==> config.mk <==
export PLATFORM = sky130hd
export DESIGN_NAME = bezier_curve_point_eval_flat
export DESIGN_NICKNAME = d
export VERILOG_FILES = /design/src/sv/bcpe_pkg.sv /design/src/sv/bcpe_if.sv /design/src/sv/bezier_curve_point_eval.sv /design/src/flat_wrapper.sv
export SDC_FILE = /design/constraint.sdc
export NUM_CORES = 2
export LEC_CHECK = 0
export BUFFER_PORTS_ARGS = -buffer_cell sky130_fd_sc_hd__buf_2
export CAP_MARGIN = 20
export CORE_ASPECT_RATIO = 0.5
export CORE_MARGIN = 2
export CORE_UTILIZATION = 51
export DETAILED_ROUTE_END_ITERATION = 16
export GPL_TIMING_DRIVEN = 1
export HOLD_SLACK_MARGIN = 0.05
export PLACE_DENSITY = 0.7
export SYNTH_ARGS = -nofsm -noshare
export SYNTH_HDL_FRONTEND = slang
export SYNTH_SLANG_ARGS = --single-unit
==> constraint.sdc <==
create_clock -name clk_i -period 11.5 [get_ports clk_i]
set_input_delay 1.15 -clock clk_i [delete_from_list [all_inputs] [get_ports clk_i]]
set_output_delay 1.15 -clock clk_i [all_outputs]
set_load 0.01 [all_outputs]
==> src/sv/bcpe_pkg.sv <==
`timescale 1ns / 1ps
// shared types, constants and the binomial table for the bezier point evaluator
// no dependencies

package bcpe_pkg;

  localparam int MAX_POINTS = 16;
  localparam int COORD_BITS = 16;

  localparam int IDX_W   = $clog2(MAX_POINTS);
  localparam int PIDX_W  = 4;   // width of the point_index field
  localparam int CNT_W   = 5;   // width of the point_count register
  localparam int PARAM_W = 17;  // t in q0.16, one included
  localparam int FRAC16  = 16;
  localparam int FRAC32  = 32;

  // powers and weights in q0.32, 2^32 included
  localparam int POW_W  = FRAC32 + 1;
  localparam int HALF_W = POW_W - FRAC16;
  // largest binomial of degree MAX_POINTS-1 (6435 for sixteen points)
  localparam int COMB_W = 13;

  // shared multiplier: signed operands wide enough for every unsigned use
  localparam int MUL_A_W = POW_W + 1;
  localparam int MUL_B_W = PARAM_W + 1;
  localparam int MUL_P_W = MUL_A_W + MUL_B_W;

  // low partial product of a power times a power
  localparam int PLO_W = POW_W + FRAC16;
  localparam int HSUM_W = PLO_W + 1;

  // weights sum to at most 2^32, so the sum of weighted points stays small
  localparam int ACC_W = FRAC32 + COORD_BITS + 2;
  localparam int QUO_W = ACC_W - FRAC32;

  localparam logic [PARAM_W-1:0] ONE_Q16 = PARAM_W'(1) << FRAC16;
  localparam logic [POW_W-1:0]   ONE_Q32 = POW_W'(1) << FRAC32;

  typedef enum logic [0:0] {
    CMD_LOAD = 1'b0,
    CMD_EVAL = 1'b1
  } cmd_e;

  typedef enum logic [3:0] {
    ST_IDLE,
    ST_POW,
    ST_MLO,
    ST_MHI,
    ST_MW,
    ST_MX,
    ST_MY,
    ST_MT,
    ST_FIN
  } state_e;

  typedef logic [MAX_POINTS-1:0][MAX_POINTS-1:0][COMB_W-1:0] binom_tab_t;

  // pascal triangle, rows are the degree
  function automatic binom_tab_t build_binom();
    binom_tab_t tab;
    tab = '0;
    for (int n = 0; n < MAX_POINTS; n++) begin
      tab[n][0] = COMB_W'(1);
      for (int k = 1; k <= n; k++) begin
        tab[n][k] = tab[n-1][k-1] + tab[n-1][k];
      end
    end
    return tab;
  endfunction

  localparam binom_tab_t BINOM = build_binom();

  // drop 32 fraction bits toward zero, then clamp to the coordinate range
  function automatic logic signed [COORD_BITS-1:0] finish_coord(
    input logic signed [ACC_W-1:0] s
  );
    logic [ACC_W-1:0]          bias;
    logic [ACC_W-1:0]          adj;
    logic signed [QUO_W-1:0]   q;
    logic signed [QUO_W-1:0]   sat_hi;
    logic signed [QUO_W-1:0]   sat_lo;
    logic signed [COORD_BITS-1:0] r;
    bias   = {{QUO_W{1'b0}}, {FRAC32{1'b1}}};
    adj    = s[ACC_W-1] ? (ACC_W'(s) + bias) : ACC_W'(s);
    q      = signed'(adj[ACC_W-1:FRAC32]);
    sat_hi = QUO_W'((2 ** (COORD_BITS - 1)) - 1);
    sat_lo = -sat_hi - QUO_W'(1);
    if (q > sat_hi) begin
      r = sat_hi[COORD_BITS-1:0];
    end else if (q < sat_lo) begin
      r = sat_lo[COORD_BITS-1:0];
    end else begin
      r = q[COORD_BITS-1:0];
    end
    return r;
  endfunction

endpackage

==> src/sv/bcpe_if.sv <==
`timescale 1ns / 1ps
// request and result channels of the bezier point evaluator
// depends on bcpe_pkg

interface bcpe_in_if;
  import bcpe_pkg::*;

  logic                         valid;
  logic                         ready;
  cmd_e                         cmd;
  logic [PIDX_W-1:0]            point_index;
  logic signed [COORD_BITS-1:0] point_x;
  logic signed [COORD_BITS-1:0] point_y;
  logic [PARAM_W-1:0]           curve_param;

  modport source (
    output valid, cmd, point_index, point_x, point_y, curve_param,
    input  ready
  );
  modport sink (
    input  valid, cmd, point_index, point_x, point_y, curve_param,
    output ready
  );
endinterface

interface bcpe_out_if;
  import bcpe_pkg::*;

  logic                         valid;
  logic                         ready;
  logic signed [COORD_BITS-1:0] curve_x;
  logic signed [COORD_BITS-1:0] curve_y;

  modport source (
    output valid, curve_x, curve_y,
    input  ready
  );
  modport sink (
    input  valid, curve_x, curve_y,
    output ready
  );
endinterface

==> src/sv/bezier_curve_point_eval.sv <==
`timescale 1ns / 1ps
// bezier curve point evaluator in bernstein form, one shared multiplier
// depends on bcpe_pkg and the channel interfaces in bcpe_if.sv
//
// usage
//   in_if carries requests: cmd load writes one control point into the slot
//   point_index, cmd eval asks for the curve point at t = curve_param (q0.16)
//   out_if carries one result (curve_x, curve_y) per eval request, none per load
//   cfg_we_i / cfg_wdata_i write point_count while the block is idle
// timing
//   a load request is taken while the block is idle and ready stays high after it
//   an eval request over c points runs c-1 power steps, five multiplier
//   passes per point and one t step between points, then the finish state
//   (for c = 0 only the finish state), from which the result enters the
//   output register, and ready returns with it
//   the 34x18 multiplier is the only multiplier and is shared by every step
// reset
//   state, point_count and the output valid clear, the point table is not
//   cleared and a slot must be loaded before an eval reads it
// stalls
//   the result waits in the output register; a finished evaluation holds in
//   its last state until that register is free, then the block is idle again

module bezier_curve_point_eval
  import bcpe_pkg::*;
(
  input  logic             clk_i,
  input  logic             rst_ni,
  bcpe_in_if.sink          in_if,
  bcpe_out_if.source       out_if,
  input  logic             cfg_we_i,
  input  logic [CNT_W-1:0] cfg_wdata_i
);

  state_e state_q, state_d;

  logic [CNT_W-1:0] count_q;

  // per evaluation: degree, point and power indices, parameter and its complement
  logic [IDX_W-1:0]   n_q, n_d;
  logic [IDX_W-1:0]   i_q, i_d;
  logic [IDX_W-1:0]   k_q, k_d;
  logic [PARAM_W-1:0] t_q, t_d;
  logic [PARAM_W-1:0] u_q, u_d;

  // running powers and the partial results of one point
  logic [POW_W-1:0] pw_q, pw_d;
  logic [POW_W-1:0] tpow_q, tpow_d;
  logic [PLO_W-1:0] plo_q, plo_d;
  logic [POW_W-1:0] prod_q, prod_d;
  logic [POW_W-1:0] w_q, w_d;

  logic signed [ACC_W-1:0] accx_q, accx_d;
  logic signed [ACC_W-1:0] accy_q, accy_d;

  // (1-t)^k table and control point table, neither is reset
  logic [POW_W-1:0]        upow_q [MAX_POINTS];
  logic [2*COORD_BITS-1:0] pts_q  [MAX_POINTS];

  logic                         out_valid_q, out_valid_d;
  logic signed [COORD_BITS-1:0] out_x_q, out_x_d;
  logic signed [COORD_BITS-1:0] out_y_q, out_y_d;

  logic                         in_fire;
  logic                         eval_fire;
  logic                         load_fire;
  logic                         out_free;
  logic [CNT_W-1:0]             cnt_eff;
  logic [CNT_W-1:0]             cnt_m1;
  logic [PARAM_W-1:0]           t_sat;
  logic [IDX_W-1:0]             up_idx;
  logic [POW_W-1:0]             upow_rd;
  logic [2*COORD_BITS-1:0]      pts_rd;
  logic signed [COORD_BITS-1:0] px_rd;
  logic signed [COORD_BITS-1:0] py_rd;
  logic [COMB_W-1:0]            comb;

  logic signed [MUL_A_W-1:0] mul_a;
  logic signed [MUL_B_W-1:0] mul_b;
  logic signed [MUL_P_W-1:0] mul_p;
  logic [HSUM_W-1:0]         hsum;

  // request handshake
  assign in_if.ready = (state_q == ST_IDLE);
  assign in_fire     = in_if.valid && in_if.ready;
  assign eval_fire   = in_fire && (in_if.cmd == CMD_EVAL);
  assign load_fire   = in_fire && (in_if.cmd == CMD_LOAD);
  assign out_free    = !out_valid_q || out_if.ready;

  // counts beyond the table use the whole table
  assign cnt_eff = (count_q > CNT_W'(MAX_POINTS)) ? CNT_W'(MAX_POINTS) : count_q;
  assign cnt_m1  = cnt_eff - CNT_W'(1);

  // t above one is clamped to one
  assign t_sat = (in_if.curve_param > ONE_Q16) ? ONE_Q16 : in_if.curve_param;

  // point i pairs with (1-t)^(n-i)
  assign up_idx  = n_q - i_q;
  assign upow_rd = upow_q[up_idx];
  assign pts_rd  = pts_q[i_q];
  assign px_rd   = signed'(pts_rd[2*COORD_BITS-1:COORD_BITS]);
  assign py_rd   = signed'(pts_rd[COORD_BITS-1:0]);
  assign comb    = BINOM[n_q][i_q];

  // shared multiplier operand select
  always_comb begin
    mul_a = '0;
    mul_b = '0;
    case (state_q)
      ST_POW: begin
        mul_a = MUL_A_W'(pw_q);
        mul_b = MUL_B_W'(u_q);
      end
      ST_MLO: begin
        mul_a = MUL_A_W'(tpow_q);
        mul_b = MUL_B_W'(upow_rd[FRAC16-1:0]);
      end
      ST_MHI: begin
        mul_a = MUL_A_W'(tpow_q);
        mul_b = MUL_B_W'(upow_rd[POW_W-1:FRAC16]);
      end
      ST_MW: begin
        mul_a = MUL_A_W'(prod_q);
        mul_b = MUL_B_W'(comb);
      end
      ST_MX: begin
        mul_a = MUL_A_W'(w_q);
        mul_b = MUL_B_W'(px_rd);
      end
      ST_MY: begin
        mul_a = MUL_A_W'(w_q);
        mul_b = MUL_B_W'(py_rd);
      end
      ST_MT: begin
        mul_a = MUL_A_W'(tpow_q);
        mul_b = MUL_B_W'(t_q);
      end
      default: begin
        mul_a = '0;
        mul_b = '0;
      end
    endcase
  end

  assign mul_p = mul_a * mul_b;

  // high half of t^i * (1-t)^(n-i), with the low partial product shifted in
  assign hsum = HSUM_W'(mul_p[PLO_W-1:0]) + HSUM_W'(plo_q[PLO_W-1:FRAC16]);

  // sequencer next state
  always_comb begin
    state_d = state_q;
    unique case (state_q)
      ST_IDLE: begin
        if (eval_fire) begin
          if (cnt_eff == '0) begin
            state_d = ST_FIN;
          end else if (cnt_eff == CNT_W'(1)) begin
            state_d = ST_MLO;
          end else begin
            state_d = ST_POW;
          end
        end
      end
      ST_POW: begin
        if (k_q == n_q) begin
          state_d = ST_MLO;
        end
      end
      ST_MLO: state_d = ST_MHI;
      ST_MHI: state_d = ST_MW;
      ST_MW:  state_d = ST_MX;
      ST_MX:  state_d = ST_MY;
      ST_MY: begin
        if (i_q == n_q) begin
          state_d = ST_FIN;
        end else begin
          state_d = ST_MT;
        end
      end
      ST_MT:  state_d = ST_MLO;
      ST_FIN: begin
        if (out_free) begin
          state_d = ST_IDLE;
        end
      end
      default: state_d = ST_IDLE;
    endcase
  end

  // datapath updates per state
  always_comb begin
    n_d    = n_q;
    i_d    = i_q;
    k_d    = k_q;
    t_d    = t_q;
    u_d    = u_q;
    pw_d   = pw_q;
    tpow_d = tpow_q;
    plo_d  = plo_q;
    prod_d = prod_q;
    w_d    = w_q;
    accx_d = accx_q;
    accy_d = accy_q;
    unique case (state_q)
      ST_IDLE: begin
        if (eval_fire) begin
          t_d    = t_sat;
          u_d    = ONE_Q16 - t_sat;
          n_d    = cnt_m1[IDX_W-1:0];
          i_d    = '0;
          k_d    = IDX_W'(1);
          pw_d   = ONE_Q32;
          tpow_d = ONE_Q32;
          accx_d = '0;
          accy_d = '0;
        end
      end
      ST_POW: begin
        pw_d = mul_p[POW_W+FRAC16-1:FRAC16];
        k_d  = k_q + IDX_W'(1);
      end
      ST_MLO: plo_d  = mul_p[PLO_W-1:0];
      ST_MHI: prod_d = hsum[POW_W+FRAC16-1:FRAC16];
      // a single weight never exceeds 2^32
      ST_MW:  w_d    = mul_p[POW_W-1:0];
      ST_MX:  accx_d = accx_q + signed'(mul_p[ACC_W-1:0]);
      ST_MY:  accy_d = accy_q + signed'(mul_p[ACC_W-1:0]);
      ST_MT: begin
        tpow_d = mul_p[POW_W+FRAC16-1:FRAC16];
        i_d    = i_q + IDX_W'(1);
      end
      ST_FIN: begin
        n_d = n_q;
      end
      default: begin
        n_d = n_q;
      end
    endcase
  end

  // output register
  always_comb begin
    out_valid_d = out_valid_q && !out_if.ready;
    out_x_d     = out_x_q;
    out_y_d     = out_y_q;
    if (state_q == ST_FIN && out_free) begin
      out_valid_d = 1'b1;
      out_x_d     = finish_coord(accx_q);
      out_y_d     = finish_coord(accy_q);
    end
  end

  assign out_if.valid   = out_valid_q;
  assign out_if.curve_x = out_x_q;
  assign out_if.curve_y = out_y_q;

  // control state
  always_ff @(posedge clk_i or negedge rst_ni) begin
    if (!rst_ni) begin
      state_q     <= ST_IDLE;
      count_q     <= '0;
      out_valid_q <= 1'b0;
    end else begin
      state_q     <= state_d;
      out_valid_q <= out_valid_d;
      if (cfg_we_i) begin
        count_q <= cfg_wdata_i;
      end
    end
  end

  // datapath registers
  always_ff @(posedge clk_i) begin
    n_q     <= n_d;
    i_q     <= i_d;
    k_q     <= k_d;
    t_q     <= t_d;
    u_q     <= u_d;
    pw_q    <= pw_d;
    tpow_q  <= tpow_d;
    plo_q   <= plo_d;
    prod_q  <= prod_d;
    w_q     <= w_d;
    accx_q  <= accx_d;
    accy_q  <= accy_d;
    out_x_q <= out_x_d;
    out_y_q <= out_y_d;
  end

  // power table: entry 0 is one, entry k filled by the k-th power step
  always_ff @(posedge clk_i) begin
    if (eval_fire) begin
      upow_q[0] <= ONE_Q32;
    end else if (state_q == ST_POW) begin
      upow_q[k_q] <= pw_d;
    end
  end

  // control point table, x in the upper half
  always_ff @(posedge clk_i) begin
    if (load_fire && (int'(in_if.point_index) < MAX_POINTS)) begin
      pts_q[IDX_W'(in_if.point_index)] <= {in_if.point_x, in_if.point_y};
    end
  end

endmodule

==> src/flat_wrapper.sv <==
// flat-port wrapper written by rule: the top's interface ports become plain ports
module bezier_curve_point_eval_flat import bcpe_pkg::*;
  (clk_i, rst_ni, cfg_we_i, cfg_wdata_i, in_if_valid, in_if_cmd, in_if_point_index, in_if_point_x, in_if_point_y, in_if_curve_param, in_if_ready, out_if_valid, out_if_curve_x, out_if_curve_y, out_if_ready);
  bcpe_in_if in_if_i ();
  bcpe_out_if out_if_i ();
  input  logic clk_i;
  input  logic rst_ni;
  input  logic cfg_we_i;
  input  logic [CNT_W-1:0] cfg_wdata_i;
  input wire logic [$bits(in_if_i.valid)-1:0] in_if_valid;
  input wire logic [$bits(in_if_i.cmd)-1:0] in_if_cmd;
  input wire logic [$bits(in_if_i.point_index)-1:0] in_if_point_index;
  input wire logic [$bits(in_if_i.point_x)-1:0] in_if_point_x;
  input wire logic [$bits(in_if_i.point_y)-1:0] in_if_point_y;
  input wire logic [$bits(in_if_i.curve_param)-1:0] in_if_curve_param;
  output wire logic [$bits(in_if_i.ready)-1:0] in_if_ready;
  output wire logic [$bits(out_if_i.valid)-1:0] out_if_valid;
  output wire logic [$bits(out_if_i.curve_x)-1:0] out_if_curve_x;
  output wire logic [$bits(out_if_i.curve_y)-1:0] out_if_curve_y;
  input wire logic [$bits(out_if_i.ready)-1:0] out_if_ready;
  assign in_if_i.valid = in_if_valid;
  assign in_if_i.cmd = in_if_cmd;
  assign in_if_i.point_index = in_if_point_index;
  assign in_if_i.point_x = in_if_point_x;
  assign in_if_i.point_y = in_if_point_y;
  assign in_if_i.curve_param = in_if_curve_param;
  assign in_if_ready = in_if_i.ready;
  assign out_if_valid = out_if_i.valid;
  assign out_if_curve_x = out_if_i.curve_x;
  assign out_if_curve_y = out_if_i.curve_y;
  assign out_if_i.ready = out_if_ready;
  bezier_curve_point_eval u_core (.clk_i(clk_i), .rst_ni(rst_ni), .in_if(in_if_i), .out_if(out_if_i), .cfg_we_i(cfg_we_i), .cfg_wdata_i(cfg_wdata_i));
endmodule
After elaboration in Yosys (flattened, before gate mapping)
Memory sizes are Yosys's and may differ from the RTL's. A register that Yosys moved wholly into a read port is not among the register bits.
Cells that the tools add are included.
{ "op_classes": {"div": 0, "shift": 0, "magnitude_cmp": 8, "eq_ne": 14, "mul": 1, "n_bitwise": 1, "addsub": 10, "reduce_logical": 23, "n_mux": 42} }
{ "ops": {"columns": ["cell", "count"], "rows": [
  ["208-bit two-way mux", 1],
  ["50-bit one-hot mux with 2 select lines", 2],
  ["50-bit two-way mux", 3],
  ["33-bit one-hot mux with 2 select lines", 2],
  ["33-bit one-hot mux with 4 select lines", 1],
  ["18-bit one-hot mux with 7 select lines", 1],
  ["50-bit by 32-bit adder with 50-bit output (second input constant)", 2],
  ["50-bit adder", 2],
  ["33-bit two-way mux", 3],
  ["13-bit binary-select mux with 4-bit select", 1],
  ["34-bit by 18-bit multiplier with 50-bit output", 1],
  ["49-bit by 33-bit adder with 49-bit output", 1],
  ["4-bit two-way mux", 10],
  ["18-bit by 16-bit greater-than comparator with 1-bit output (second input constant)", 2],
  ["18-bit by 16-bit less-than comparator with 1-bit output (second input constant)", 2],
  ["4-bit one-hot mux with 9 select lines", 1],
  ["33-bit OR reduction", 1],
  ["16-bit two-way mux", 2],
  ["17-bit greater-than comparator (second input constant)", 1],
  ["17-bit two-way mux", 1],
  ["17-bit subtractor (first input constant)", 1],
  ["4-bit by 3-bit equality test with 1-bit output (second input constant)", 4],
  ["4-bit one-hot mux with 2 select lines", 2],
  ["13-bit two-way mux", 1],
  ["other kinds (26)", 51]
]} }
{ "word_totals": {"memories": 3, "elab_cells": 119, "reg_bits": 369, "mem_bits_rw": 1040, "mem_bits_ro": 3328, "latchBits": 0} }
{ "mem_list": {"columns": ["name", "depth", "width", "rd", "rd_ports_with_merged_regs", "write_ports", "line_no", "text"], "rows": [
  ["(no name shown)", 16, 208, 1, 1, 0, "bezier_curve_point_eval.sv:103", "assign comb = BINOM[n_q][i_q];"],
  ["u_core.upow_q", 16, 33, 1, 0, 1, "bezier_curve_point_eval.sv:57", "logic [POW_W-1:0] upow_q [MAX_POINTS];"],
  ["u_core.pts_q", 16, 32, 1, 1, 1, "bezier_curve_point_eval.sv:58", "logic [2*COORD_BITS-1:0] pts_q [MAX_POINTS];"]
]} }

Depth between registers and ports, before layout
{ "depth": {"word_depth": 8, "mapped_depth": 51} }

Least setup slack after synthesis
Ideal clock, no wire load.
{ "synth_timing": {"path_type": "flip-flop to flip-flop", "startpoint": "register u_core.i_q[1]", "endpoint": "register u_core.accx_q[43] (data pin)", "n_path_buf": 4, "t_arrival_ns": 11.109, "path_stages_with_launch": 47, "setup_slack_ns": 0.134, "path_cell_list": "edfxtp_1 > buf_2 > inv_2 > fa_1 > buf_2 > clkbuf_1 > mux4_2 > mux2i_1 > nand2_1 > o21ai_0 > o21ai_0 > nor4_1 > clkbuf_1 > nor2_1 > fa_1 > inv_1 > fa_1 > fa_1 > (+11 left out) > a21oi_1 > o21ai_0 > a21o_1 > a21oi_1 > xor2_1 > inv_1 > ha_1 > a21o_1 > a21o_1 > a21oi_1 > o22ai_1 > o31ai_1 > o31a_1 > o21ai_1 > a211oi_1 > o21ai_0 > o31a_1 > mux2i_1"} }
{ "synth_via": {"elab_chain_len": 6, "word_cells_on_any_way": 8, "cone_classes": "2 x add/sub; 1 x mul; 4 x mux; 1 x memory"} }
{ "synth_rtl": {"columns": ["item", "line_no", "text"], "rows": [
  ["from (decl)", "bezier_curve_point_eval.sv:41", "logic [IDX_W-1:0] i_q, i_d;"],
  ["from (signal assigned)", "bezier_curve_point_eval.sv:276", "i_q <= i_d;"],
  ["4-bit subtractor / 13-bit binary-select mux with 4-bit select (equally long branches)", "bezier_curve_point_eval.sv:98, bezier_curve_point_eval.sv:103", null],
  ["memory read 16 x 33 bit / 13-bit two-way mux (equally long branches)", null, null],
  ["18-bit one-hot mux with 7 select lines *", "bezier_curve_point_eval.sv:109", "case (state_q)"],
  ["34-bit by 18-bit multiplier with 50-bit output *", "bezier_curve_point_eval.sv:145", "assign mul_p = mul_a * mul_b;"],
  ["net u_core.mul_p[26]", "bezier_curve_point_eval.sv:80", "logic signed [MUL_P_W-1:0] mul_p;"],
  ["50-bit adder *", "bezier_curve_point_eval.sv:227", "ST_MX: accx_d = accx_q + signed'(mul_p[ACC_W-1:0]);"],
  ["50-bit one-hot mux with 2 select lines *", "bezier_curve_point_eval.sv:205", "unique case (state_q)"],
  ["to (signal assigned)", "bezier_curve_point_eval.sv:285", "accx_q <= accx_d;"],
  ["to (decl)", "bezier_curve_point_eval.sv:53", "logic signed [ACC_W-1:0] accx_q, accx_d;"]
]} }
Mark *: on every way through the listed nets, which the timed path passes. The rest lies on a longest branch. The select of a mux whose other input is x is not followed.
A chain may end at the register's enable or synchronous reset.

Final worst setup path
{ "layout_timing": {"startpoint": "register u_core.n_q[0]", "endpoint": "register u_core.accx_q[49] (data pin)"} }
{ "layout_via": {"elab_chain_len": 6} }
{ "layout_rtl": {"columns": ["item", "line_no", "text"], "rows": [
  ["from (decl)", "bezier_curve_point_eval.sv:40", "logic [IDX_W-1:0] n_q, n_d;"],
  ["from (signal assigned)", "bezier_curve_point_eval.sv:275", "n_q <= n_d;"],
  ["4-bit subtractor", "bezier_curve_point_eval.sv:98", "assign up_idx = n_q - i_q;"],
  ["memory read 16 x 33 bit", null, null],
  ["18-bit one-hot mux with 7 select lines", "bezier_curve_point_eval.sv:109", null],
  ["34-bit by 18-bit multiplier with 50-bit output", "bezier_curve_point_eval.sv:145", null],
  ["net u_core.mul_p[28]", "bezier_curve_point_eval.sv:80", null],
  ["50-bit adder", "bezier_curve_point_eval.sv:227", null],
  ["50-bit one-hot mux with 2 select lines", "bezier_curve_point_eval.sv:205", null]
]} }
The timed path passes the listed nets, and every way through them passes these cells.

==> results.tsv <==
stage	metric	value	unit
layout	number of fill cells	12100	
layout	Storage cell area	0.0429	sq mm
clocking	CTS tree	done	
clocking	htree depth	4	
route	antenna viol nets, final	0	
route	Remaining DRCs	0	
synth	syn nets	7224	
layout	fin area	0.0989	sq mm
layout	Multi-input gate area	0.0381	sq mm
grt	first-pass GRT wire length	365	mm
clocking	Num CTS Buffers	135	
clocking	Max Root-Sink Buffers	3	
synth	Post-synth top cells	edfxtp_1 (1349), inv_1 (708), nor2_1 (542)	
placement	gpl congestion	0.985	
placement	placed cell areas	0.0919	sq mm
setup_path	nature of the critical path endpoint	flop	
setup_path	Critical-path top delay cell	fa_4	
sta	worst slew pin tran	1.15	ns
synth	Post-synth ARST share	0.00683	
synth	Yosys reg bits	1465	
setup_path	kind of critical path	reg -> reg	
placement	Cell Count Post-Placement	9106	
setup_path	R2R Setup Slk	0.11	ns
placement	HPWL after detailed placement	173	mm
grt	largest net degree at the start of global routing	53	
sta	Final Cycle Share	0.991	
clocking	clock sink count	1465	
clocking	later-pin clock latency in the skew report	0.79	ns
synth	most frequent cell after synthesis	edfxtp_1	
floorplanning	placeable core area	0.161	sq mm
route	1st-iter DRT viols	7572	
sta	Setup-failing EPs final	0	
layout	area grow syn2layout	18.8	%
synth	synthesized area per cell	13.1	sq um
placement	IO Port Bufs	97	
setup_path	Max Fanout on Critical Path	7	
setup_path	crit path DAT	11.87	ns
layout	fin nets	8040	
synth	cell count after synthesis	6360	
floorplanning	Die Ht	290	microns
sta	Clock Skews	0.0678	ns
synth	Seq/Total Area, Yosys	0.515	
layout	Non-Filler Instances	9457	
synth	Mapped Area	0.0832	sq mm
sta	final hold slack	0.252	ns
grt	initial antenna violation count	10	
route	routed vias/inst	6.03	
floorplanning	initial core utilization	0.515	
synth	Area contributors post-synth	edfxtp_1 (49%), fa_1 (12%), mux4_2 (7.9%), ha_1 (4.5%), inv_1 (3.2%)	
sta	Final Hold Viols	0	
route	Routed Wire Length	249	mm
sta	max-slew violations	0	
floorplanning	IO Count	98	
setup_path	CP Launch Point	u_core.n_q[0]$_DFFE_PP_	
setup_path	Reg-to-Reg Start	u_core.n_q[0]$_DFFE_PP_	
synth	post-synth top area share	0.487	
status	outcome	finished clean	
clocking	clock root cell	clkbuf_16	
synth	synth warn	0	
grt	Overflow after GRT	0	
grt	GR Util All Layers	0.296	
floorplanning	die area	0.167	sq mm
grt	vias in the first global route	56300	
clocking	post-cts hold buffer count	0	
layout	share of cells above drive strength 1	0.248	
sta	max_slew headroom	0.230	
sta	Peak Freq	0.0878	GHz
route	DR WL/cell	26.3	microns
synth	Synth area leader	edfxtp_1	
floorplanning	Std-Cell Rows	104	
worst_hold_path	Hold Path Class	in -> async	
setup_path	CP startpoint kind	flop	
setup_path	Critical Path RT	11.98	ns
floorplanning	chip width	575	microns
sta	min cycle time layout	11.39	ns
route	total vias in the final route	57000	
synth	Yosys cell types	104	
flow_run	Max-cap violations	0	
synth	Top FF cell, synth	edfxtp_1	
setup_path	Reg2Reg Depth	48	
route	detailed-router iteration count before antenna repair	6	
clocking	clk slew on worst S/H paths	0.07	ns
setup_path	CP max stage delay	0.85	ns
synth	Post-synth EDFFs	1349	
-- cell type report --
class / instances / area share
Clock inverter: 74 / 0.00776
Multi-Input combinational cell: 3899 / 0.385
Timing Repair Buffer: 957 / 0.0820
Antenna cell: 1 / 0.0000253
Sequential cell: 1465 / 0.434
Clock buffer: 170 / 0.0361
Tap cell: 2173 / 0.0275
Inverter: 718 / 0.0273
-- worst paths after layout --
| kind | to |
|---|---|
| min reg2reg | u_core.pw_q[28]$_DFF_P_ |
| min | u_core.count_q[3]$_DFFE_PN0P_ |
| max reg2reg | u_core.accx_q[49]$_SDFFCE_PP0P_ |
| max | u_core.accx_q[49]$_SDFFCE_PP0P_ |
| min in group clk_i | u_core.pw_q[28]$_DFF_P_ |
| max in group asynchronous | u_core.state_q[2]$_DFFE_PN0P_ |
-- repair_timing --
action                                  4_1_cts  5_1_grt
pin swaps                                    12      166
endpoints found under the setup margin       46       59
endpoints found under the hold margin         0        0
resized for setup                            49      267
setup buffers                                 8       85
gates cloned                                  2       10
-- registers in the layout, indices dropped and copies added, names as in the netlist, 17 cells and up, named ones only --
register / count
u_core.accx_q: 50
u_core.accy_q: 50
u_core.plo_q: 33
u_core.prod_q: 33
u_core.pts_q: 512
u_core.pw_q: 33
u_core.tpow_q: 33
u_core.u_q: 17
u_core.upow_q: 528
u_core.w_q: 33
-- metrics by stage --
stage          setup TNS (ns)   util  setup slack (ns)
3_3_place_gp           -0.400  0.569            -0.126
6_report                    0  0.612             0.108
4_1_cts              -0.00332  0.598          -0.00332
2_1_floorplan               0      -             0.134
5_1_grt                 -1.25  0.612            -0.157
3_5_place_dp            -4.67  0.569            -0.296
-- cells in the final DEF, fill, tap and decap left out, types with 35 or more instances in the layout --
master and n:
mux4_2 292, a31oi_1 40, dfxtp_1 103, xor2_1 85, and2_1 79, clkbuf_16 144
inv_1 680, buf_2 98, nor2_1 508, nor2b_1 55, fa_1 476, ha_1 270
buf_12 62, buf_4 745, a222oi_1 40, a21oi_1 209, xnor2_1 102, a211oi_1 35
nor3_1 36, mux2i_1 60, and3_1 39, nand2b_1 71, edfxtp_1 1349, nand3_1 71
nand2_1 523, a21o_1 131, o21ai_0 130
-- layer usage --
layer  share of wire  GRT usage  vias to the layer above
li1                -          -                    24400
met1            0.40      0.426                    28800
met2            0.46      0.464                     3334
met3            0.11     0.0553                      447
met4           0.029     0.0884                       14
met5         0.00040          0                        -
-- cells by family (layout without fill, tap and decap cells) --
logic type | Yosys count | count (layout) | share of synthesized area
simple gates | 1613 | 1613 | 0.0884
fa+ha+maj | 800 | 800 | 0.165
xor+xnor | 204 | 204 | 0.0221
mux | 372 | 372 | 0.0889
other cells | 0 | 1 | 0
compound gates | 910 | 910 | 0.0735
buf+inv | 996 | 1919 | 0.0466
flops | 1465 | 1465 | 0.515
-- worst max-delay path: cells and delay by family (launching register included) --
kind | cells | cell delay (ns)
muxes | 2 | 0.58
AOI/OAI and AO/OA | 13 | 2.69
xor gates and xnor gates | 2 | 0.56
and+or+nand+nor | 8 | 1.00
buffers and inverters | 13 | 1.45
DFF | 1 | 0.40
adders and majority gates | 10 | 4.41
Power is left out: the tool's default activity adds up to more than one toggle a clock period on the data nets, which glitch-free logic cannot reach.
